### config.mk
export PLATFORM = sky130hd
export DESIGN_NAME = terminal_key_sequence_decoder_unit_flat
export DESIGN_NICKNAME = d
export VERILOG_FILES = /design/src/hw/rtl/tksd_pkg.sv /design/src/hw/rtl/tksd_if.sv /design/src/hw/rtl/terminal_key_sequence_decoder_unit.sv /design/src/flat_wrapper.sv
export SDC_FILE = /design/constraint.sdc
export NUM_CORES = 1
export LEC_CHECK = 0
export BUFFER_PORTS_ARGS = -buffer_cell sky130_fd_sc_hd__buf_2
export CAP_MARGIN = 5
export CELL_PAD_IN_SITES_DETAIL_PLACEMENT = 1
export CELL_PAD_IN_SITES_GLOBAL_PLACEMENT = 2
export CORE_ASPECT_RATIO = 1.4
export CORE_MARGIN = 2
export CORE_UTILIZATION = 28
export CTS_CLUSTER_SIZE = 25
export DETAILED_ROUTE_END_ITERATION = 6
export GPL_TIMING_DRIVEN = 1
export PLACE_DENSITY_LB_ADDON = 0.1
export REMOVE_ABC_BUFFERS = 1
export SLEW_MARGIN = 20
export SYNTH_ARGS = -nofsm -noshare
export SYNTH_HDL_FRONTEND = slang
export SYNTH_SLANG_ARGS = --single-unit
### constraint.sdc
create_clock -name clk_i -period 3.4 [get_ports clk_i]
set_input_delay 0 -clock clk_i [delete_from_list [all_inputs] [get_ports clk_i]]
set_output_delay 0 -clock clk_i [all_outputs]
set_load 0.005 [all_outputs]
### src/hw/rtl/tksd_pkg.sv
// Shared constants, types and key lookup functions for the terminal key decoder.
`default_nettype none

package tksd_pkg;

  localparam int unsigned ByteW = 8;
  localparam int unsigned KindW = 5;
  localparam int unsigned PhaseW = 2;

  typedef logic [ByteW-1:0] byte_t;
  typedef logic [KindW-1:0] kind_t;
  typedef logic [PhaseW-1:0] phase_t;

  // Parser phase codes
  localparam phase_t PhIdle = 2'd0;
  localparam phase_t PhEsc  = 2'd1;
  localparam phase_t PhCsi  = 2'd2;
  localparam phase_t PhSs3  = 2'd3;

  // Key kinds
  localparam kind_t KeyNone  = 5'd0;
  localparam kind_t KeyPlain = 5'd0;
  localparam kind_t KeyUp    = 5'd1;
  localparam kind_t KeyDown  = 5'd2;
  localparam kind_t KeyRight = 5'd3;
  localparam kind_t KeyLeft  = 5'd4;
  localparam kind_t KeyHome  = 5'd5;
  localparam kind_t KeyEnd   = 5'd6;
  localparam kind_t KeyDel   = 5'd7;
  localparam kind_t KeyPgUp  = 5'd8;
  localparam kind_t KeyPgDn  = 5'd9;
  localparam kind_t KeyFn1   = 5'd10;
  localparam kind_t KeyFn6   = 5'd15;
  localparam kind_t KeyFn11  = 5'd20;

  // Byte codes
  localparam byte_t ChNul   = 8'h00;
  localparam byte_t ChEsc   = 8'h1B;
  localparam byte_t ChLbr   = 8'h5B; // '['
  localparam byte_t ChO     = 8'h4F; // 'O'
  localparam byte_t ChTilde = 8'h7E; // '~'
  localparam byte_t ChSemi  = 8'h3B; // ';'
  localparam byte_t ChLt    = 8'h3C; // '<'
  localparam byte_t ChEq    = 8'h3D; // '='
  localparam byte_t ChQuest = 8'h3F; // '?'
  localparam byte_t Ch0     = 8'h30;
  localparam byte_t Ch9     = 8'h39;
  localparam byte_t ChA     = 8'h41;
  localparam byte_t ChB     = 8'h42;
  localparam byte_t ChC     = 8'h43;
  localparam byte_t ChD     = 8'h44;
  localparam byte_t ChF     = 8'h46;
  localparam byte_t ChH     = 8'h48;

  localparam byte_t NumMax = 8'd255;

  // Final letter shared by CSI and SS3; KeyNone for anything else
  function automatic kind_t letter_key(byte_t b);
    kind_t k;
    k = KeyNone;
    case (b)
      ChA:     k = KeyUp;
      ChB:     k = KeyDown;
      ChC:     k = KeyRight;
      ChD:     k = KeyLeft;
      ChH:     k = KeyHome;
      ChF:     k = KeyEnd;
      default: k = KeyNone;
    endcase
    return k;
  endfunction

  // Key selected by the number before '~'
  function automatic kind_t tilde_key(byte_t n);
    kind_t k;
    k = KeyNone;
    case (n) inside
      8'd1, 8'd7:    k = KeyHome;
      8'd2, 8'd3:    k = KeyDel;
      8'd4, 8'd8:    k = KeyEnd;
      8'd5:          k = KeyPgUp;
      8'd6:          k = KeyPgDn;
      [8'd11:8'd15]: k = KeyFn1 + kind_t'(n - 8'd11);
      [8'd17:8'd21]: k = KeyFn6 + kind_t'(n - 8'd17);
      [8'd23:8'd24]: k = KeyFn11 + kind_t'(n - 8'd23);
      default:       k = KeyNone;
    endcase
    return k;
  endfunction

endpackage

`default_nettype wire

### src/hw/rtl/tksd_if.sv
// Valid/ready channel interfaces for input bytes and key events.
`default_nettype none

interface tksd_byte_if
  import tksd_pkg::*;
  ();
  logic  valid;
  logic  ready;
  byte_t byte_value;

  modport source (output valid, output byte_value, input ready);
  modport sink (input valid, input byte_value, output ready);
endinterface

interface tksd_key_if
  import tksd_pkg::*;
  ();
  logic  valid;
  logic  ready;
  kind_t key_kind;
  byte_t char_value;

  modport source (output valid, output key_kind, output char_value, input ready);
  modport sink (input valid, input key_kind, input char_value, output ready);
endinterface

`default_nettype wire

### src/hw/rtl/terminal_key_sequence_decoder_unit.sv
// Top level: terminal escape sequence decoder turning raw bytes into key events.
//
//   channel | dir | payload                  | beat
//   --------+-----+--------------------------+-------------------------------
//   in_i    | in  | byte_value[7:0]          | one raw terminal byte
//   out_o   | out | key_kind[4:0], char_value | one key event (zero or one/byte)
//
// Throughput is one byte per cycle while out_o is not stalled. A byte is
// held in the input register, the parser then updates its state and loads
// the result register, from which the event is offered on out_o.
// rst_ni clears both valid flags and the parser state (idle, number 0, open).
// A stalled result holds the input register; the input side stays ready while
// the input register is empty or drains in the same cycle.
`default_nettype none

module terminal_key_sequence_decoder_unit
  import tksd_pkg::*;
(
  input  wire          clk_i,
  input  wire          rst_ni,
  tksd_byte_if.sink    in_i,
  tksd_key_if.source   out_o
);

  // input register
  logic  in_vld_q, in_vld_d;
  byte_t in_byte_q;

  // parser state
  phase_t phase_q, phase_d;
  byte_t  num_q, num_d;
  logic   open_q, open_d;

  // result register
  logic  out_vld_q, out_vld_d;
  kind_t out_kind_q, out_kind_d;
  byte_t out_char_q, out_char_d;

  logic  adv;       // input register item is parsed this cycle
  logic  hit;       // parsed item gives an event
  logic  is_digit;
  logic  is_param;
  logic [11:0] num_ext;
  kind_t k;
  byte_t b;

  assign b   = in_byte_q;
  assign adv = in_vld_q && (!out_vld_q || out_o.ready);
  assign in_i.ready = !in_vld_q || adv;

  assign is_digit = (b >= Ch0) && (b <= Ch9);
  assign is_param = is_digit || (b == ChSemi) || (b == ChQuest) ||
                    (b == ChLt) || (b == ChEq);
  // num*10 + digit as shifts and adds
  assign num_ext = {1'b0, num_q, 3'b000} + {3'b000, num_q, 1'b0} +
                   {8'h00, 4'(b - Ch0)};

  always_comb begin
    phase_d    = phase_q;
    num_d      = num_q;
    open_d     = open_q;
    hit        = 1'b0;
    out_kind_d = KeyPlain;
    out_char_d = ChNul;
    k          = KeyNone;
    case (phase_q)
      PhIdle: begin
        if (b == ChEsc) begin
          phase_d = PhEsc;
        end else if (b != ChNul) begin
          hit        = 1'b1;
          out_char_d = b;
        end
      end
      PhEsc: begin
        if (b == ChLbr) begin
          phase_d = PhCsi;
          num_d   = '0;
          open_d  = 1'b1;
        end else if (b == ChO) begin
          phase_d = PhSs3;
        end else begin
          phase_d = PhIdle;
          if (b != ChNul) begin
            hit        = 1'b1;
            out_char_d = b;
          end
        end
      end
      PhCsi: begin
        if (is_param) begin
          if (open_q && is_digit) begin
            num_d = (num_ext > 12'(NumMax)) ? NumMax : num_ext[7:0];
          end else begin
            open_d = 1'b0;
          end
        end else begin
          phase_d    = PhIdle;
          k          = (b == ChTilde) ? tilde_key(num_q) : letter_key(b);
          num_d      = '0;
          open_d     = 1'b1;
          hit        = (k != KeyNone);
          out_kind_d = k;
        end
      end
      default: begin  // SS3
        phase_d    = PhIdle;
        k          = letter_key(b);
        hit        = (k != KeyNone);
        out_kind_d = k;
      end
    endcase
  end

  always_comb begin
    in_vld_d = in_vld_q;
    if (in_i.valid && in_i.ready) begin
      in_vld_d = 1'b1;
    end else if (adv) begin
      in_vld_d = 1'b0;
    end
    out_vld_d = out_vld_q;
    if (adv) begin
      out_vld_d = hit;
    end else if (out_o.ready) begin
      out_vld_d = 1'b0;
    end
  end

  // control state
  always_ff @(posedge clk_i or negedge rst_ni) begin
    if (!rst_ni) begin
      in_vld_q  <= 1'b0;
      out_vld_q <= 1'b0;
      phase_q   <= PhIdle;
      num_q     <= '0;
      open_q    <= 1'b1;
    end else begin
      in_vld_q  <= in_vld_d;
      out_vld_q <= out_vld_d;
      if (adv) begin
        phase_q <= phase_d;
        num_q   <= num_d;
        open_q  <= open_d;
      end
    end
  end

  // payload
  always_ff @(posedge clk_i) begin
    if (in_i.valid && in_i.ready) begin
      in_byte_q <= in_i.byte_value;
    end
    if (adv && hit) begin
      out_kind_q <= out_kind_d;
      out_char_q <= out_char_d;
    end
  end

  assign out_o.valid      = out_vld_q;
  assign out_o.key_kind   = out_kind_q;
  assign out_o.char_value = out_char_q;

endmodule

`default_nettype wire

### src/flat_wrapper.sv
// flat-port wrapper written by rule: the top's interface ports become plain ports
module terminal_key_sequence_decoder_unit_flat import tksd_pkg::*;
  (clk_i, rst_ni, in_i_valid, in_i_byte_value, in_i_ready, out_o_valid, out_o_key_kind, out_o_char_value, out_o_ready);
  tksd_byte_if in_i_i ();
  tksd_key_if out_o_i ();
  input  wire clk_i;
  input  wire rst_ni;
  input wire logic [$bits(in_i_i.valid)-1:0] in_i_valid;
  input wire logic [$bits(in_i_i.byte_value)-1:0] in_i_byte_value;
  output wire logic [$bits(in_i_i.ready)-1:0] in_i_ready;
  output wire logic [$bits(out_o_i.valid)-1:0] out_o_valid;
  output wire logic [$bits(out_o_i.key_kind)-1:0] out_o_key_kind;
  output wire logic [$bits(out_o_i.char_value)-1:0] out_o_char_value;
  input wire logic [$bits(out_o_i.ready)-1:0] out_o_ready;
  assign in_i_i.valid = in_i_valid;
  assign in_i_i.byte_value = in_i_byte_value;
  assign in_i_ready = in_i_i.ready;
  assign out_o_valid = out_o_i.valid;
  assign out_o_key_kind = out_o_i.key_kind;
  assign out_o_char_value = out_o_i.char_value;
  assign out_o_i.ready = out_o_ready;
  terminal_key_sequence_decoder_unit u_core (.clk_i(clk_i), .rst_ni(rst_ni), .in_i(in_i_i), .out_o(out_o_i));
endmodule
Yosys cells after proc, flatten, opt, wreduce, memory -nomap -nowiden:

Cells that the tools add are included.

* register bits after elaboration: 34
* input port bits: 12
* output and inout port bits: 15
* word-level logic and storage cells: 132

* add/sub/neg operators: 9
* order comparisons: 9
* equality and inequality tests: 29
* muxes and demuxes: 46
* reduce and logical (&&, ||, !) cells: 31

Operator list (number)
* 5-bit 2-to-1 mux: 15
* 8-bit by 7-bit equality test with 1-bit output, second input constant: 9
* 8-bit 2-to-1 mux: 8
* 8-bit by 3-bit equality test with 1-bit output, second input constant: 4
* 8-bit by 6-bit equality test with 1-bit output, second input constant: 4
* 8-bit case mux with 2 select lines: 2
* 3-bit case mux with 6 select lines: 1
* 8-bit by 2-bit equality test with 1-bit output, second input constant: 2
* 8-bit by 5-bit greater-or-equal comparator with 1-bit output, second input constant: 2
* 8-bit by 5-bit less-or-equal comparator with 1-bit output, second input constant: 2
* 11-bit by 9-bit adder with 12-bit output: 1
* 12-bit by 4-bit adder with 12-bit output: 1
* 12-bit by 8-bit > comparator with 1-bit output, second input constant: 1
* 1-bit 2-to-1 mux: 12
* 4-bit by 5-bit adder with 5-bit output, first input constant: 2
* 5-bit case mux with 2 select lines: 1
* 5-bit nonzero test: 2
* 5-bit subtractor, second input constant: 2
* 8-bit by 1-bit equality test with 1-bit output, second input constant: 1
* 8-bit by 4-bit equality test with 1-bit output, second input constant: 1
* 8-bit by 5-bit equality test with 1-bit output, second input constant: 1
* 8-bit by 4-bit greater-or-equal comparator with 1-bit output, second input constant: 1
* 8-bit by 6-bit greater-or-equal comparator with 1-bit output, second input constant: 1
* 8-bit by 4-bit less-or-equal comparator with 1-bit output, second input constant: 1
* other kinds (23): 47

Longest topological paths before layout:

Gate-level depths: netlist of run 1.

* depth after elaboration: 17
* mapped depth: 11
* gate-level depth less buffers: 11

Worst setup path before layout of run 1:

No wires, ideal clock.

* path kind: reg2reg
* start: register u_core.num_q[0]
* end: register u_core.out_char_q[0] (netlist: u_core.out_o.char_value[0]), enable pin
* setup time: 0.391 ns
* arrival time: 2.691 ns
* required time: 3.009 ns
* path slack: 0.318 ns
* cell stages (with the launch flop): 11
* buffers on the path: 1
* period minus slack after synthesis: 3.082 ns
* cell sequence: dfrtp_1 clkbuf_1 inv_1 ha_1 xor2_1 a21o_1 nand4_1 a22oi_1 nor3_1 o21bai_1 a31oi_1

* cells in the longest elaborated chain, start to end: 17
* elaborated cells between the ends (all ways): 41
* classes of those cells: add/sub (6); order compare (6); eq/ne (8); mux (13); reduce/logical (8)

RTL lines
* start: declaration: line terminal_key_sequence_decoder_unit.sv:31 `byte_t num_q, num_d;`
* start signal: assignment: line terminal_key_sequence_decoder_unit.sv:143 `num_q <= num_d;`
* 5-bit subtractor (tied with other cells): line tksd_pkg.sv:85 `[8'd23:8'd24]: k = KeyFn11 + kind_t'(n - 8'd23);`
* 5-bit adder or 1-bit logical AND (tied branches): line tksd_pkg.sv:85, terminal_key_sequence_decoder_unit.sv:99
* 5-bit 2-to-1 mux (7 in series): line tksd_pkg.sv:77 `case (n) inside`
* 5-bit 2-to-1 mux *: line tksd_pkg.sv:77
* 5-bit 2-to-1 mux *: line terminal_key_sequence_decoder_unit.sv:91 `if (is_param) begin`
* 5-bit 2-to-1 mux *: line terminal_key_sequence_decoder_unit.sv:66 `case (phase_q)`
* 5-bit 2-to-1 mux *: line terminal_key_sequence_decoder_unit.sv:99 `k = (b == ChTilde) ? tilde_key(num_q) : letter_key(b);`
* 5-bit nonzero test *: line terminal_key_sequence_decoder_unit.sv:102 `hit = (k != KeyNone);`
* 1-bit 2-to-1 mux *: line terminal_key_sequence_decoder_unit.sv:91
* 1-bit case mux with 3 select lines *: line terminal_key_sequence_decoder_unit.sv:66
* 1-bit logical AND *: line terminal_key_sequence_decoder_unit.sv:154 `if (adv && hit) begin`
* end signal: assignment: line terminal_key_sequence_decoder_unit.sv:156 `out_char_q <= out_char_d;`
* end: declaration: line terminal_key_sequence_decoder_unit.sv:37 `byte_t out_char_q, out_char_d;`

Mark *: on every way between the ends. The rest lies on a longest branch, timed or not. The select of a mux whose other input is x is not followed.
A chain may end at the register's enable or synchronous reset.

Worst setup path after layout of run 1:

* start: register u_core.num_q[0]
* end: register u_core.num_q[4]

* cells in the longest elaborated chain, start to end: 7

RTL lines
* 11-bit by 9-bit adder with 12-bit output *: line terminal_key_sequence_decoder_unit.sv:55 `assign num_ext = {1'b0, num_q, 3'b000} + {3'b000, num_q, 1'b0} +`
* 12-bit by 4-bit adder with 12-bit output *: line terminal_key_sequence_decoder_unit.sv:55
* 12-bit by 8-bit > comparator with 1-bit output: line terminal_key_sequence_decoder_unit.sv:93 `num_d = (num_ext > 12'(NumMax)) ? NumMax : num_ext[7:0];`
* 8-bit 2-to-1 mux *: line terminal_key_sequence_decoder_unit.sv:93
* 8-bit 2-to-1 mux *: line terminal_key_sequence_decoder_unit.sv:92 `if (open_q && is_digit) begin`
* 8-bit 2-to-1 mux *: line terminal_key_sequence_decoder_unit.sv:91
* 8-bit case mux with 2 select lines *: line terminal_key_sequence_decoder_unit.sv:66

Marked as above.

==> results of run 1 <==
-- metal layers --
layer / routed length [um] / vias to the layer above / share of wire (%) / GRT usage, %
met1: 3130 / 1087 / 43 / 18.25
met4: 77 / 0 / 1.1 / 3.809
li1: - / 1116 / - / -
met5: 0 / - / 0 / 0
met2: 3878 / 24 / 54 / 27.00
met3: 122 / 5 / 1.7 / 1.719
-- through the flow --
step                utilization, %  cells  cell area (sq um)  power (mW)  hold slack [ns]
floorplan                        -    267               2630      0.8811          -0.2956
global placement             31.44    411               2958       1.053         -0.08250
detailed placement           31.44    411               2958       1.058         -0.09189
CTS                          33.97    429               3196       1.508          0.05044
global route                 33.97    429               3196       1.573          0.08815
finish                       33.97    429               3196       1.476          0.04385
-- Yosys cell counts, drive strengths merged, types with 4 or more instances --
cell type  count
nand2         26
a21oi         10
dfrtp         12
nor4           6
edfxtp        21
nor2          21
and2           9
o21ai         22
inv           18
ha            27
a21o           6
nor2b          5
o21a           5
a31oi          4
buf            7
clkbuf         5
nor3          11
mux2i          4
-- how the worst min path moves through the flow --
stage | cells after the start | slack, ns | start | end
after floorplan | 0 | -0.30 | rst_ni | u_core.in_vld_q$_DFFE_PN0P_
after global placement | 1 | -0.08 | rst_ni | u_core.out_o.valid$_DFFE_PN0P_
after detailed placement | 1 | -0.09 | rst_ni | u_core.out_o.valid$_DFFE_PN0P_
after CTS | 3 | 0.05 | out_o_ready | u_core.in_vld_q$_DFFE_PN0P_
after global routing | 3 | 0.09 | out_o_ready | u_core.in_vld_q$_DFFE_PN0P_
final | 3 | 0.04 | out_o_ready | u_core.in_vld_q$_DFFE_PN0P_
-- worst min-delay path, stage by stage --
cell and delay [ns]:
buf_2 0.08, nand3b_1 0.13, nand2b_1 0.07
-- logic make-up after synthesis --
group	after synthesis
AOI/OAI and AO/OA	79
xor gates and xnor gates	3
adders and majority gates	29
buffers and inverters	30
DFF	34
muxes	5
and+or+nand+nor	99
-- power by group --
group	switching [mW]	internal, mW
clock	0.163	0.268
sequential	0.0476	0.560
combinational	0.245	0.193
total	0.455	1.02
-- registers in the layout, indices dropped and copies added, names as in the netlist --
register	cells
u_core.b	8
u_core.in_vld_q	1
u_core.num_q	8
u_core.open_q	1
u_core.out_o.char_value	8
u_core.out_o.key_kind	5
u_core.out_o.valid	1
u_core.phase_q	2
-- cell type report --
class                      count  area share [%]
inverter                      18           2.114
clock inverter                 2          0.2741
multi-input combinational    215           50.24
sequential                    34           29.95
clock buffer                   6           4.033
timing repair buffer          44           9.084
tap                          110           4.307
-- placed cells by master (no fill, tap or decap), types with 2 or more instances in the layout --
| cell | instances |
|---|---|
| o32ai_1 | 3 |
| dfrtp_1 | 12 |
| o21a_1 | 5 |
| buf_4 | 8 |
| xnor2_1 | 2 |
| nor2_1 | 21 |
| a31oi_1 | 4 |
| a211oi_1 | 2 |
| nor4_1 | 5 |
| fa_1 | 2 |
| mux2i_1 | 4 |
| o21ai_0 | 20 |
| inv_1 | 18 |
| and2_2 | 4 |
| nand3_1 | 3 |
| or4_1 | 2 |
| a21oi_1 | 9 |
| dlygate4sd3_1 | 10 |
| nand2b_1 | 3 |
| nand4_1 | 3 |
| ha_1 | 27 |
| o21bai_1 | 2 |
| buf_2 | 26 |
| a31o_2 | 2 |
| edfxtp_1 | 21 |
| o2111ai_1 | 2 |
| nor3_1 | 9 |
| and2_1 | 5 |
| nor2b_1 | 5 |
| o41ai_4 | 2 |
| nor3_4 | 2 |
| a21o_1 | 6 |
| clkbuf_16 | 5 |
| a22o_1 | 2 |
| and4_1 | 2 |
| nand2_1 | 25 |
-- timing repair --
item,in CTS,in global routing
gates resized for setup,0,1
setup endpoints to repair,0,7
endpoints found under the hold margin,22,0
hold buffers,10,0
==> impl_metrics.xml, run 1 <==
<?xml version="1.0" encoding="UTF-8"?>
<metrics>
  <group name="worst_setup_path">
    <metric name="r2r_cells" unit="">10</metric>
    <metric name="cpLargestDelayFamily" unit="">compound AO/OA/AOI/OAI gates</metric>
    <metric name="cp_slowest_stage_delay" unit="ns">0.59</metric>
    <metric name="timing.critical_path.to_type" unit="">flip-flop</metric>
    <metric name="cp-start-kind" unit="">flip-flop</metric>
    <metric name="rrSetupSlack" unit="ns">0.42</metric>
    <metric name="worstReg2RegEnd" unit="">u_core.num_q[4]$_DFFE_PN0P_</metric>
    <metric name="timing.critical_path.depth" unit="">10</metric>
    <metric name="worst_path_most_repeated_cell" unit="">o21ai_0</metric>
    <metric name="cp.arrival" unit="ns">3.19</metric>
    <metric name="timing_worst_setup_path_type" unit="">reg -&gt; reg</metric>
    <metric name="worst_path_max_delay_cell" unit="">fa_1</metric>
    <metric name="endpoint" unit="">u_core.num_q[4]$_DFFE_PN0P_</metric>
    <metric name="critPathMaxFanout" unit="">12</metric>
    <metric name="crit_path_start" unit="">u_core.num_q[0]$_DFFE_PN0P_</metric>
    <metric name="cp_cell_sequence" unit="">fa_1 &gt; inv_1 &gt; fa_1 &gt; nor2b_1 &gt; o21ai_0 &gt; a21boi_1 &gt; o21ai_0 &gt; a2bb2oi_1 &gt; o21ai_0 &gt; nand2_1</metric>
    <metric name="critical_path_required" unit="ns">3.61</metric>
    <metric name="critical_path.reg2reg.startpoint" unit="">u_core.num_q[0]$_DFFE_PN0P_</metric>
    <metric name="critical_path_buf_inv_count" unit="">1</metric>
  </group>
  <group name="yosys">
    <metric name="ys_top_cells_by_area" unit="">edfxtp_1, ha_1, dfrtp_1</metric>
    <metric name="synth_cells" unit="">279</metric>
    <metric name="yosys_warnings" unit="">0</metric>
    <metric name="sequential_to_total_area_share_from_yosys_stat" unit="%">35.58</metric>
    <metric name="synth_top_cell_area_share" unit="%">23.44</metric>
    <metric name="yosys.area_share.simple" unit="%">20.93</metric>
    <metric name="synth-main-ff-cell" unit="">edfxtp_1</metric>
    <metric name="synth-async-reset-ratio" unit="%">38.24</metric>
    <metric name="yosys.area_share.adder" unit="%">14.05</metric>
    <metric name="combinational_family_with_the_most_area_after_synthesis" unit="">compound AO/OA/AOI/OAI gates</metric>
    <metric name="synth_seq_cells" unit="">34</metric>
    <metric name="complex_gate_fraction_of_the_synthesized_area" unit="%">21.81</metric>
    <metric name="synth-xor-area-share" unit="%">0.9767</metric>
    <metric name="syn_area" unit="sq um">2690</metric>
    <metric name="synth_cell_types" unit="">67</metric>
    <metric name="synth_edf_count" unit="">21</metric>
    <metric name="synth_area_per_cell" unit="sq um">9.642</metric>
    <metric name="synth.mux.area_fraction" unit="%">1.907</metric>
    <metric name="yosysTopAreaCell" unit="">edfxtp_1</metric>
  </group>
  <group name="power">
    <metric name="irDropWorstVdd" unit="uV">254.9</metric>
    <metric name="power_per_cell_area" unit="nW/um^2">462.0</metric>
    <metric name="power_leakage" unit="nW">1.434</metric>
  </group>
  <group name="clock_tree">
    <metric name="cts.htree.levels" unit="">2</metric>
    <metric name="cts_made_buffers" unit="">5</metric>
    <metric name="cts_root_buf" unit="">clkbuf_16</metric>
    <metric name="clock_latency" unit="ns">0.28</metric>
    <metric name="postCtsSetupBuffers" unit="">0</metric>
    <metric name="clkSinkCount" unit="">34</metric>
    <metric name="cts_buffer_depth" unit="">2</metric>
    <metric name="cts_tree" unit="">built</metric>
    <metric name="cts.clk_slew.worst_paths" unit="ns">0.05</metric>
  </group>
  <group name="cells_and_area">
    <metric name="seq_area" unit="sq um">957.2</metric>
    <metric name="layout.filler_cells" unit="">1080</metric>
    <metric name="share_of_final_layout_standard_cells_stronger_than_drive_strength_1" unit="%">19.12</metric>
    <metric name="num-nets-final" unit="">359</metric>
    <metric name="synthToLayoutAreaGrowth" unit="%">18.79</metric>
    <metric name="area_occupied_by_multi_input_gates" unit="sq um">1605</metric>
    <metric name="antenna_cells" unit="">0</metric>
  </group>
  <group name="global_routing">
    <metric name="via_count_of_the_first_global_routing_pass" unit="">2444</metric>
    <metric name="largest_net_degree_at_the_start_of_global_routing" unit="">23</metric>
    <metric name="grt_antenna_before_repair" unit="">0</metric>
    <metric name="grt_use_total" unit="%">14.87</metric>
    <metric name="grt_remaining_overflow" unit="">0</metric>
    <metric name="wire_length_of_the_first_global_routing_pass" unit="um">12190</metric>
  </group>
  <group name="timing">
    <metric name="worst_slew_pin_tran" unit="ns">0.8128</metric>
    <metric name="rsz_0062_raised_after_global_routing" unit="">false</metric>
    <metric name="timing.max_slew.rel_slack" unit="%">45.24</metric>
    <metric name="finalMaxSlewViolations" unit="">0</metric>
    <metric name="timing.final.crit_period" unit="ns">2.975</metric>
    <metric name="achievable-frequency" unit="GHz">0.3361</metric>
    <metric name="final.period_utilization" unit="%">87.51</metric>
    <metric name="setup_viol" unit="">0</metric>
    <metric name="clock_skew" unit="ns">0.004360</metric>
    <metric name="setup_total_negative_slack" unit="ns">0</metric>
    <metric name="finalHoldViolCount" unit="">0</metric>
    <metric name="fin_ws" unit="ns">0.4246</metric>
  </group>
  <group name="routing">
    <metric name="mean_routed_wirelength_per_cell" unit="um">16.80</metric>
    <metric name="dr_total_vias" unit="">2232</metric>
    <metric name="route.antenna.remaining_nets" unit="">0</metric>
    <metric name="drt-pass1-iter-count" unit="">4</metric>
    <metric name="final_wl" unit="um">7208</metric>
    <metric name="detail_route.drc_violations" unit="">0</metric>
    <metric name="drt_iter0_drc" unit="">50</metric>
    <metric name="route.detailed.vias_per_inst" unit="">5.203</metric>
  </group>
  <group name="floorplanning">
    <metric name="floorplan.initialDensity" unit="%">28.60</metric>
    <metric name="std_cell_rows" unit="">42</metric>
    <metric name="io-pin-count" unit="">27</metric>
    <metric name="die-area" unit="sq um">10420</metric>
    <metric name="die_h" unit="um">120.0</metric>
    <metric name="fp.dieW" unit="um">86.84</metric>
    <metric name="core-area" unit="sq um">9407</metric>
  </group>
  <group name="place">
    <metric name="port_buffer_cells" unit="">26</metric>
    <metric name="gpl.final_weighted_congestion" unit="">0.7606</metric>
    <metric name="pre_cts_setup_slack" unit="ns">0.3066</metric>
    <metric name="detailed_place_hpwl" unit="um">5738</metric>
  </group>
  <group name="flow_run">
    <metric name="cap_violations" unit="">0</metric>
  </group>
  <group name="worst_hold_path">
    <metric name="min_path_type" unit="">in -&gt; reg</metric>
  </group>
  <group name="status">
    <metric name="run_status" unit="">finished, final reports clean</metric>
  </group>
</metrics>
Power figures use the tool's default switching activity.
==> run 2, diff against run 1 <==
ABC_AREA = 1   (was not set)
CORE_ASPECT_RATIO = 1.5   (was 1.4)
==> run 2 against run 1 <==
Maximum frequency up 0.78%. Final cell count up 15%. Critical path type unchanged. Non-clock buffer count down 5. Global-route usage up 0.69 points. Worst setup slack better by 0.023 ns. Register-to-register slack better by 0.02 ns. Highest routed layer unchanged. First-iteration DRC count down 28%. Sequential share of layout area up 0.48 points. Total power down 4.8%. Clock-buffer cell count unchanged.
==> impl_metrics.xml, run 2 <==
<?xml version="1.0" encoding="UTF-8"?>
<metrics>
  <group name="place">
    <metric name="gpl.final_weighted_congestion" unit="">0.7717</metric>
    <metric name="pre_cts_setup_slack" unit="ns">0.3867</metric>
    <metric name="detailed_place_hpwl" unit="um">5990</metric>
    <metric name="port_buffer_cells" unit="">26</metric>
  </group>
  <group name="worst_setup_path">
    <metric name="critPathMaxFanout" unit="">10</metric>
    <metric name="cp.arrival" unit="ns">3.13</metric>
    <metric name="cp_cell_sequence" unit="">fa_1 &gt; inv_1 &gt; fa_1 &gt; o21ai_1 &gt; nand2_1 &gt; nand2_1 &gt; a21oi_1 &gt; nand2_1 &gt; nand2_1 &gt; nor4_4 &gt; nand3_1 &gt; nand2_1 &gt; nand2_1</metric>
    <metric name="worst_path_most_repeated_cell" unit="">nand2_1</metric>
    <metric name="cp_slowest_stage_delay" unit="ns">0.60</metric>
    <metric name="worst_path_max_delay_cell" unit="">fa_1</metric>
    <metric name="critical_path_required" unit="ns">3.58</metric>
    <metric name="cpLargestDelayFamily" unit="">adder cells</metric>
    <metric name="cp-start-kind" unit="">flip-flop</metric>
    <metric name="critical_path_buf_inv_count" unit="">1</metric>
    <metric name="timing.critical_path.to_type" unit="">flip-flop</metric>
    <metric name="timing_worst_setup_path_type" unit="">reg -&gt; reg</metric>
  </group>
  <group name="yosys">
    <metric name="ys_top_cells_by_area" unit="">edfxtp_1, ha_1, nand2_1</metric>
    <metric name="complex_gate_fraction_of_the_synthesized_area" unit="%">7.556</metric>
    <metric name="synth_top_cell_area_share" unit="%">24.10</metric>
    <metric name="yosys.area_share.adder" unit="%">14.44</metric>
    <metric name="yosys.area_share.simple" unit="%">31.32</metric>
    <metric name="synth.mux.area_fraction" unit="%">0</metric>
    <metric name="synth_edf_count" unit="">21</metric>
    <metric name="yosysTopAreaCell" unit="">edfxtp_1</metric>
    <metric name="netlist_top_cells_count" unit="">nand2_1, inv_1, nor2_1</metric>
    <metric name="synth_cells" unit="">336</metric>
    <metric name="synth_cell_types" unit="">38</metric>
    <metric name="sequential_to_total_area_share_from_yosys_stat" unit="%">36.59</metric>
    <metric name="synth-xor-area-share" unit="%">2.678</metric>
    <metric name="yosys_warnings" unit="">0</metric>
    <metric name="synth_seq_cells" unit="">34</metric>
    <metric name="synth_area_per_cell" unit="sq um">7.786</metric>
    <metric name="yosysMostFrequentCell" unit="">nand2_1</metric>
    <metric name="synth-async-reset-ratio" unit="%">38.24</metric>
    <metric name="combinational_family_with_the_most_area_after_synthesis" unit="">simple AND/OR/NAND/NOR gates</metric>
    <metric name="synth-main-ff-cell" unit="">edfxtp_1</metric>
    <metric name="syn_area" unit="sq um">2616</metric>
  </group>
  <group name="power">
    <metric name="power.share.clock" unit="%">31.1</metric>
    <metric name="irDropWorstVdd" unit="uV">264.6</metric>
    <metric name="power_per_cell_area" unit="nW/um^2">446.9</metric>
    <metric name="report.power.total" unit="mW">1.406</metric>
    <metric name="seq_power_share" unit="%">42.5</metric>
    <metric name="power_leakage" unit="nW">1.614</metric>
    <metric name="power_switching" unit="uW">447.5</metric>
    <metric name="power_frac_comb" unit="%">26.3</metric>
    <metric name="cell_internal_pwr" unit="uW">958.3</metric>
    <metric name="p_sw_share" unit="%">31.83</metric>
  </group>
  <group name="timing">
    <metric name="finalMaxSlewViolations" unit="">0</metric>
    <metric name="fin_ws" unit="ns">0.4476</metric>
    <metric name="setup_viol" unit="">0</metric>
    <metric name="finalHoldViolCount" unit="">0</metric>
    <metric name="timing.max_slew.rel_slack" unit="%">68.38</metric>
    <metric name="rsz_0062_raised_after_global_routing" unit="">false</metric>
    <metric name="setup_total_negative_slack" unit="ns">0</metric>
    <metric name="clock_skew" unit="ns">0.006573</metric>
    <metric name="final.period_utilization" unit="%">86.83</metric>
    <metric name="achievable-frequency" unit="GHz">0.3387</metric>
    <metric name="worst_slew_pin_tran" unit="ns">0.4707</metric>
    <metric name="timing.final.crit_period" unit="ns">2.952</metric>
  </group>
  <group name="global_routing">
    <metric name="via_count_of_the_first_global_routing_pass" unit="">2529</metric>
    <metric name="grt_use_total" unit="%">15.57</metric>
    <metric name="largest_net_degree_at_the_start_of_global_routing" unit="">14</metric>
    <metric name="grt_antenna_before_repair" unit="">0</metric>
    <metric name="grt_remaining_overflow" unit="">0</metric>
    <metric name="wire_length_of_the_first_global_routing_pass" unit="um">12420</metric>
  </group>
  <group name="clock_tree">
    <metric name="cts_made_buffers" unit="">5</metric>
    <metric name="cts_resized" unit="">0</metric>
    <metric name="cts_tree" unit="">built</metric>
    <metric name="clock_latency" unit="ns">0.28</metric>
    <metric name="cts_root_buf" unit="">clkbuf_16</metric>
    <metric name="cts.htree.levels" unit="">2</metric>
    <metric name="cts.clk_slew.worst_paths" unit="ns">0.06</metric>
    <metric name="cts_buffer_depth" unit="">2</metric>
    <metric name="clkSinkCount" unit="">34</metric>
  </group>
  <group name="cells_and_area">
    <metric name="synthToLayoutAreaGrowth" unit="%">20.23</metric>
    <metric name="antenna_cells" unit="">0</metric>
    <metric name="layout.filler_cells" unit="">1150</metric>
    <metric name="seq_area" unit="sq um">957.2</metric>
    <metric name="final_common_cell" unit="">nand2_1</metric>
    <metric name="area_occupied_by_multi_input_gates" unit="sq um">1465</metric>
    <metric name="share_of_final_layout_standard_cells_stronger_than_drive_strength_1" unit="%">14.14</metric>
    <metric name="mostFrequentLayoutCells" unit="">nand2_1, inv_1, nor2_1</metric>
    <metric name="num-nets-final" unit="">422</metric>
  </group>
  <group name="routing">
    <metric name="dr_total_vias" unit="">2317</metric>
    <metric name="route.antenna.remaining_nets" unit="">0</metric>
    <metric name="route.detailed.vias_per_inst" unit="">4.690</metric>
    <metric name="drt_iter0_drc" unit="">36</metric>
    <metric name="final_wl" unit="um">7306</metric>
    <metric name="drt-pass1-iter-count" unit="">4</metric>
    <metric name="mean_routed_wirelength_per_cell" unit="um">14.79</metric>
    <metric name="detail_route.drc_violations" unit="">0</metric>
  </group>
  <group name="status">
    <metric name="run_status" unit="">finished, final reports clean</metric>
  </group>
  <group name="floorplanning">
    <metric name="die-area" unit="sq um">10150</metric>
    <metric name="io-pin-count" unit="">27</metric>
    <metric name="core-area" unit="sq um">9146</metric>
    <metric name="fp.dieW" unit="um">82.93</metric>
    <metric name="std_cell_rows" unit="">43</metric>
    <metric name="floorplan.initialDensity" unit="%">28.60</metric>
    <metric name="die_h" unit="um">122.4</metric>
  </group>
  <group name="flow_run">
    <metric name="cap_violations" unit="">0</metric>
  </group>
  <group name="worst_hold_path">
    <metric name="min_path_type" unit="">in -&gt; async</metric>
  </group>
</metrics>
==> run 2: metrics by stage <==
step / util [%] / instances / cell area (sq um) / hold WS [ns]
after CTS: 34.39 / 494 / 3146 / 0.1557
after detailed placement: 31.67 / 475 / 2897 / -0.08066
after global placement: 31.67 / 475 / 2897 / -0.08417
after global routing: 34.39 / 494 / 3146 / 0.2105
final: 34.39 / 494 / 3146 / 0.1527
after floorplan: - / 335 / 2611 / -0.2956
==> run 2: timing repair <==
action / 4_1_cts / 5_1_grt
setup buffers: 0 / 0
hold endpoints to repair: 23 / 0
hold buffers: 11 / 0
==> run 2: worst register-to-register path, cell delays in order, from the launching register on <==
cell,delay (ns)
dfrtp_1,0.50
fa_1,0.60
inv_1,0.07
fa_1,0.45
o21ai_1,0.24
nand2_1,0.08
nand2_1,0.06
a21oi_1,0.07
nand2_1,0.06
nand2_1,0.07
nor4_4,0.36
nand3_1,0.15
nand2_1,0.09
nand2_1,0.05
==> run 2: power groups by stage <==
stage / combinational, mW / sequential [mW] / clock [mW]
2_1_floorplan: 0.208 / 0.607 / 0
3_3_place_gp: 0.369 / 0.604 / 0
3_5_place_dp: 0.370 / 0.607 / 0
4_1_cts: 0.383 / 0.600 / 0.446
5_1_grt: 0.430 / 0.608 / 0.464
6_report: 0.370 / 0.598 / 0.438
==> run 2: cell type report <==
class / count / area share, %
clock buffer: 6 / 4.097
tap: 112 / 4.455
timing repair buffer: 39 / 8.115
clock inverter: 2 / 0.3182
multi-input combinational: 251 / 46.58
sequential: 34 / 30.43
inverter: 50 / 6.006
==> run 2: worst paths after layout <==
check,startpoint,to,cells past startpoint,slack [ns]
max,u_core.num_q[0]$_DFFE_PN0P_,u_core.num_q[4]$_DFFE_PN0P_,13,0.45
min,rst_ni,u_core.out_o.valid$_DFFE_PN0P_,2,0.15
max reg2reg,u_core.num_q[0]$_DFFE_PN0P_,u_core.num_q[4]$_DFFE_PN0P_,13,0.45
min reg2reg,u_core.open_q$_DFFE_PN1P_,u_core.open_q$_DFFE_PN1P_,2,0.49
max in group asynchronous,rst_ni,u_core.open_q$_DFFE_PN1P_,2,2.96
min in group clk_i,in_i_byte_value[7],u_core.b[7]$_DFFE_PP_,2,0.42
==> run 2: logic make-up after synthesis <==
kind of cell             Yosys count
AND/OR/NAND/NOR                  181
buffers and inverters             51
XOR/XNOR                           8
adder cells (fa/ha/maj)           29
AO/OA/AOI/OAI                     33
flip-flops                        34
==> run 2: layer usage <==
layer  vias to the layer above  global-route usage (%)  part of all wire [%]
met5                         -                       0                     0
met4                         0                   5.533                   1.8
met3                        10                   1.883                   1.7
met2                        22                   31.85                    57
met1                      1101                   15.95                    39
li1                       1184                       -                     -
==> run 3, diff against run 2 <==
BUFFER_PORTS_ARGS = not set   (was -buffer_cell sky130_fd_sc_hd__buf_2)
CORE_UTILIZATION = 38   (was 28)
DONT_BUFFER_PORTS = 1   (was not set)
==> run 3 against run 2 <==
Design area decreased by 7.6%. Die area decreased by 25%. Final cell count decreased by 12%. Combinational power decreased by 19%. Clock power decreased by 35%. Sequential share of layout area increased by 2.5 points. Critical endpoint unchanged.
==> impl_metrics.xml, run 3 (synthesis gave the netlist of run 2 again) <==
<?xml version="1.0" encoding="UTF-8"?>
<metrics>
  <group name="worst_hold_path">
    <metric name="min_path_type" unit="">in -&gt; reg</metric>
    <metric name="hold_path.startpoint" unit="">out_o_ready</metric>
  </group>
  <group name="power">
    <metric name="seq_power_share" unit="%">51.5</metric>
    <metric name="power_switching" unit="uW">411.2</metric>
    <metric name="irDropWorstVdd" unit="uV">318.3</metric>
    <metric name="cell_internal_pwr" unit="uW">786.0</metric>
    <metric name="power_per_cell_area" unit="nW/um^2">411.7</metric>
    <metric name="power_frac_comb" unit="%">24.9</metric>
    <metric name="power_leakage" unit="nW">1.478</metric>
    <metric name="power.share.clock" unit="%">23.6</metric>
    <metric name="p_sw_share" unit="%">34.34</metric>
  </group>
  <group name="timing">
    <metric name="timing.final.crit_period" unit="ns">2.974</metric>
    <metric name="finalHoldViolCount" unit="">0</metric>
    <metric name="achievable-frequency" unit="GHz">0.3363</metric>
    <metric name="timing.max_slew.rel_slack" unit="%">59.72</metric>
    <metric name="setup_total_negative_slack" unit="ns">0</metric>
    <metric name="fin_ws" unit="ns">0.4260</metric>
    <metric name="rsz_0062_raised_after_global_routing" unit="">false</metric>
    <metric name="final.hold.worst_slack" unit="ns">0.005105</metric>
    <metric name="clock_skew" unit="ns">0.004826</metric>
    <metric name="finalMaxSlewViolations" unit="">0</metric>
    <metric name="setup_viol" unit="">0</metric>
    <metric name="final.period_utilization" unit="%">87.47</metric>
    <metric name="worst_slew_pin_tran" unit="ns">0.6022</metric>
  </group>
  <group name="global_routing">
    <metric name="via_count_of_the_first_global_routing_pass" unit="">2439</metric>
    <metric name="largest_net_degree_at_the_start_of_global_routing" unit="">14</metric>
    <metric name="wire_length_of_the_first_global_routing_pass" unit="um">11620</metric>
    <metric name="grt_remaining_overflow" unit="">0</metric>
    <metric name="grt_use_total" unit="%">20.24</metric>
    <metric name="grt_antenna_before_repair" unit="">0</metric>
  </group>
  <group name="worst_setup_path">
    <metric name="worstReg2RegEnd" unit="">u_core.num_q[4]$_DFFE_PN0P_</metric>
    <metric name="rrSetupSlack" unit="ns">0.43</metric>
    <metric name="critical_path.reg2reg.startpoint" unit="">u_core.num_q[0]$_DFFE_PN0P_</metric>
    <metric name="r2r_cells" unit="">13</metric>
    <metric name="cp-start-kind" unit="">flip-flop</metric>
    <metric name="cp.arrival" unit="ns">3.16</metric>
    <metric name="timing.critical_path.to_type" unit="">flip-flop</metric>
    <metric name="timing_worst_setup_path_type" unit="">reg -&gt; reg</metric>
    <metric name="crit_path_start" unit="">u_core.num_q[0]$_DFFE_PN0P_</metric>
    <metric name="critPathMaxFanout" unit="">10</metric>
    <metric name="critical_path_required" unit="ns">3.58</metric>
    <metric name="endpoint" unit="">u_core.num_q[4]$_DFFE_PN0P_</metric>
  </group>
  <group name="cells_and_area">
    <metric name="antenna_cells" unit="">0</metric>
    <metric name="share_of_final_layout_standard_cells_stronger_than_drive_strength_1" unit="%">7.324</metric>
    <metric name="final_common_cell" unit="">nand2_1</metric>
    <metric name="final_cells" unit="">433</metric>
    <metric name="num-nets-final" unit="">395</metric>
    <metric name="mostFrequentLayoutCells" unit="">nand2_1, inv_1, nor2_1</metric>
    <metric name="synthToLayoutAreaGrowth" unit="%">11.14</metric>
  </group>
  <group name="clock_tree">
    <metric name="clkSinkCount" unit="">34</metric>
    <metric name="cts_root_buf" unit="">clkbuf_8</metric>
    <metric name="cts_tree" unit="">built</metric>
    <metric name="cts.clk_slew.worst_paths" unit="ns">0.07</metric>
    <metric name="cts.htree.levels" unit="">2</metric>
    <metric name="cts_resized" unit="">0</metric>
    <metric name="cts_buffer_depth" unit="">2</metric>
    <metric name="cts_made_buffers" unit="">5</metric>
    <metric name="clock_latency" unit="ns">0.29</metric>
  </group>
  <group name="floorplanning">
    <metric name="die_h" unit="um">105.6</metric>
    <metric name="die-area" unit="sq um">7579</metric>
    <metric name="floorplan.initialDensity" unit="%">38.71</metric>
    <metric name="fp.dieW" unit="um">71.75</metric>
    <metric name="io-pin-count" unit="">27</metric>
    <metric name="std_cell_rows" unit="">37</metric>
    <metric name="core-area" unit="sq um">6759</metric>
  </group>
  <group name="place">
    <metric name="placedCellCount" unit="">414</metric>
    <metric name="port_buffer_cells" unit="">0</metric>
    <metric name="gpl.final_weighted_congestion" unit="">0.8111</metric>
    <metric name="detailed_place_hpwl" unit="um">5735</metric>
    <metric name="pre_cts_setup_slack" unit="ns">0.3896</metric>
  </group>
  <group name="routing">
    <metric name="drt_iter0_drc" unit="">63</metric>
    <metric name="route.antenna.remaining_nets" unit="">0</metric>
    <metric name="dr_total_vias" unit="">2211</metric>
    <metric name="mean_routed_wirelength_per_cell" unit="um">16.01</metric>
    <metric name="detail_route.drc_violations" unit="">0</metric>
    <metric name="drt-pass1-iter-count" unit="">4</metric>
    <metric name="route.detailed.vias_per_inst" unit="">5.106</metric>
    <metric name="final_wl" unit="um">6931</metric>
  </group>
  <group name="flow_run">
    <metric name="cap_violations" unit="">0</metric>
  </group>
  <group name="status">
    <metric name="run_status" unit="">finished, final reports clean</metric>
  </group>
</metrics>
==> run 3: layer usage <==
layer | GRT usage (%) | vias up | share of wire (%)
li1 | - | 1129 | -
met2 | 41.27 | 18 | 60
met1 | 19.27 | 1057 | 36
met4 | 7.547 | 0 | 1.8
met5 | 0 | - | 0
met3 | 2.964 | 7 | 1.7
==> run 3: worst min path at each step <==
stage / to / slack (ns) / cells past startpoint
after global routing: u_core.out_o.valid$_DFFE_PN0P_ / 0.04 / 3
final: u_core.out_o.valid$_DFFE_PN0P_ / 0.005 / 3
after floorplan: u_core.in_vld_q$_DFFE_PN0P_ / -0.30 / 0
after global placement: u_core.phase_q[0]$_DFFE_PN0P_ / -0.30 / 0
after CTS: u_core.out_o.valid$_DFFE_PN0P_ / 0.01 / 3
after detailed placement: u_core.out_o.valid$_DFFE_PN0P_ / -0.30 / 0
==> run 3: power by group through the flow <==
stage | combinational, mW | clock (mW) | sequential [mW]
4_1_cts | 0.302 | 0.294 | 0.620
6_report | 0.298 | 0.283 | 0.617
3_3_place_gp | 0.282 | 0 | 0.629
5_1_grt | 0.345 | 0.303 | 0.631
3_5_place_dp | 0.284 | 0 | 0.626
2_1_floorplan | 0.208 | 0 | 0.607
==> run 3: worst max-delay path: stages, from the launching register on <==
cell and delay (ns):
dfrtp_1 0.53, fa_1 0.60, inv_1 0.06, fa_1 0.46
o21ai_1 0.22, nand2_1 0.08, nand2_1 0.07, a21oi_1 0.08
nand2_1 0.07, nand2_1 0.07, nor4_4 0.34, nand3_1 0.12
nand2_1 0.08, nand2_1 0.05
==> run 3: stage by stage <==
stage               instance area [sq um]  total power, mW  utilization, %
global placement                     2716           0.9107           40.19
detailed placement                   2716           0.9097           40.19
floorplan                            2611           0.8149               -
finish                               2908            1.197           43.02
CTS                                  2908            1.216           43.02
global route                         2908            1.279           43.02
==> run 3: area by class of cell <==
cell class | count | area [sq um]
Inverter | 50 | 188.9
Multi-Input combinational cell | 251 | 1465
Fill cell | 840 | 3851
Tap cell | 78 | 97.59
Clock buffer | 6 | 72.57
Timing Repair Buffer | 12 | 117.6
Clock inverter | 2 | 8.758
Sequential cell | 34 | 957.2
==> run 3: repair_timing <==
item,in CTS,in global routing
buffers inserted,0,0
hold buffers,11,0
hold endpoints to repair,22,0
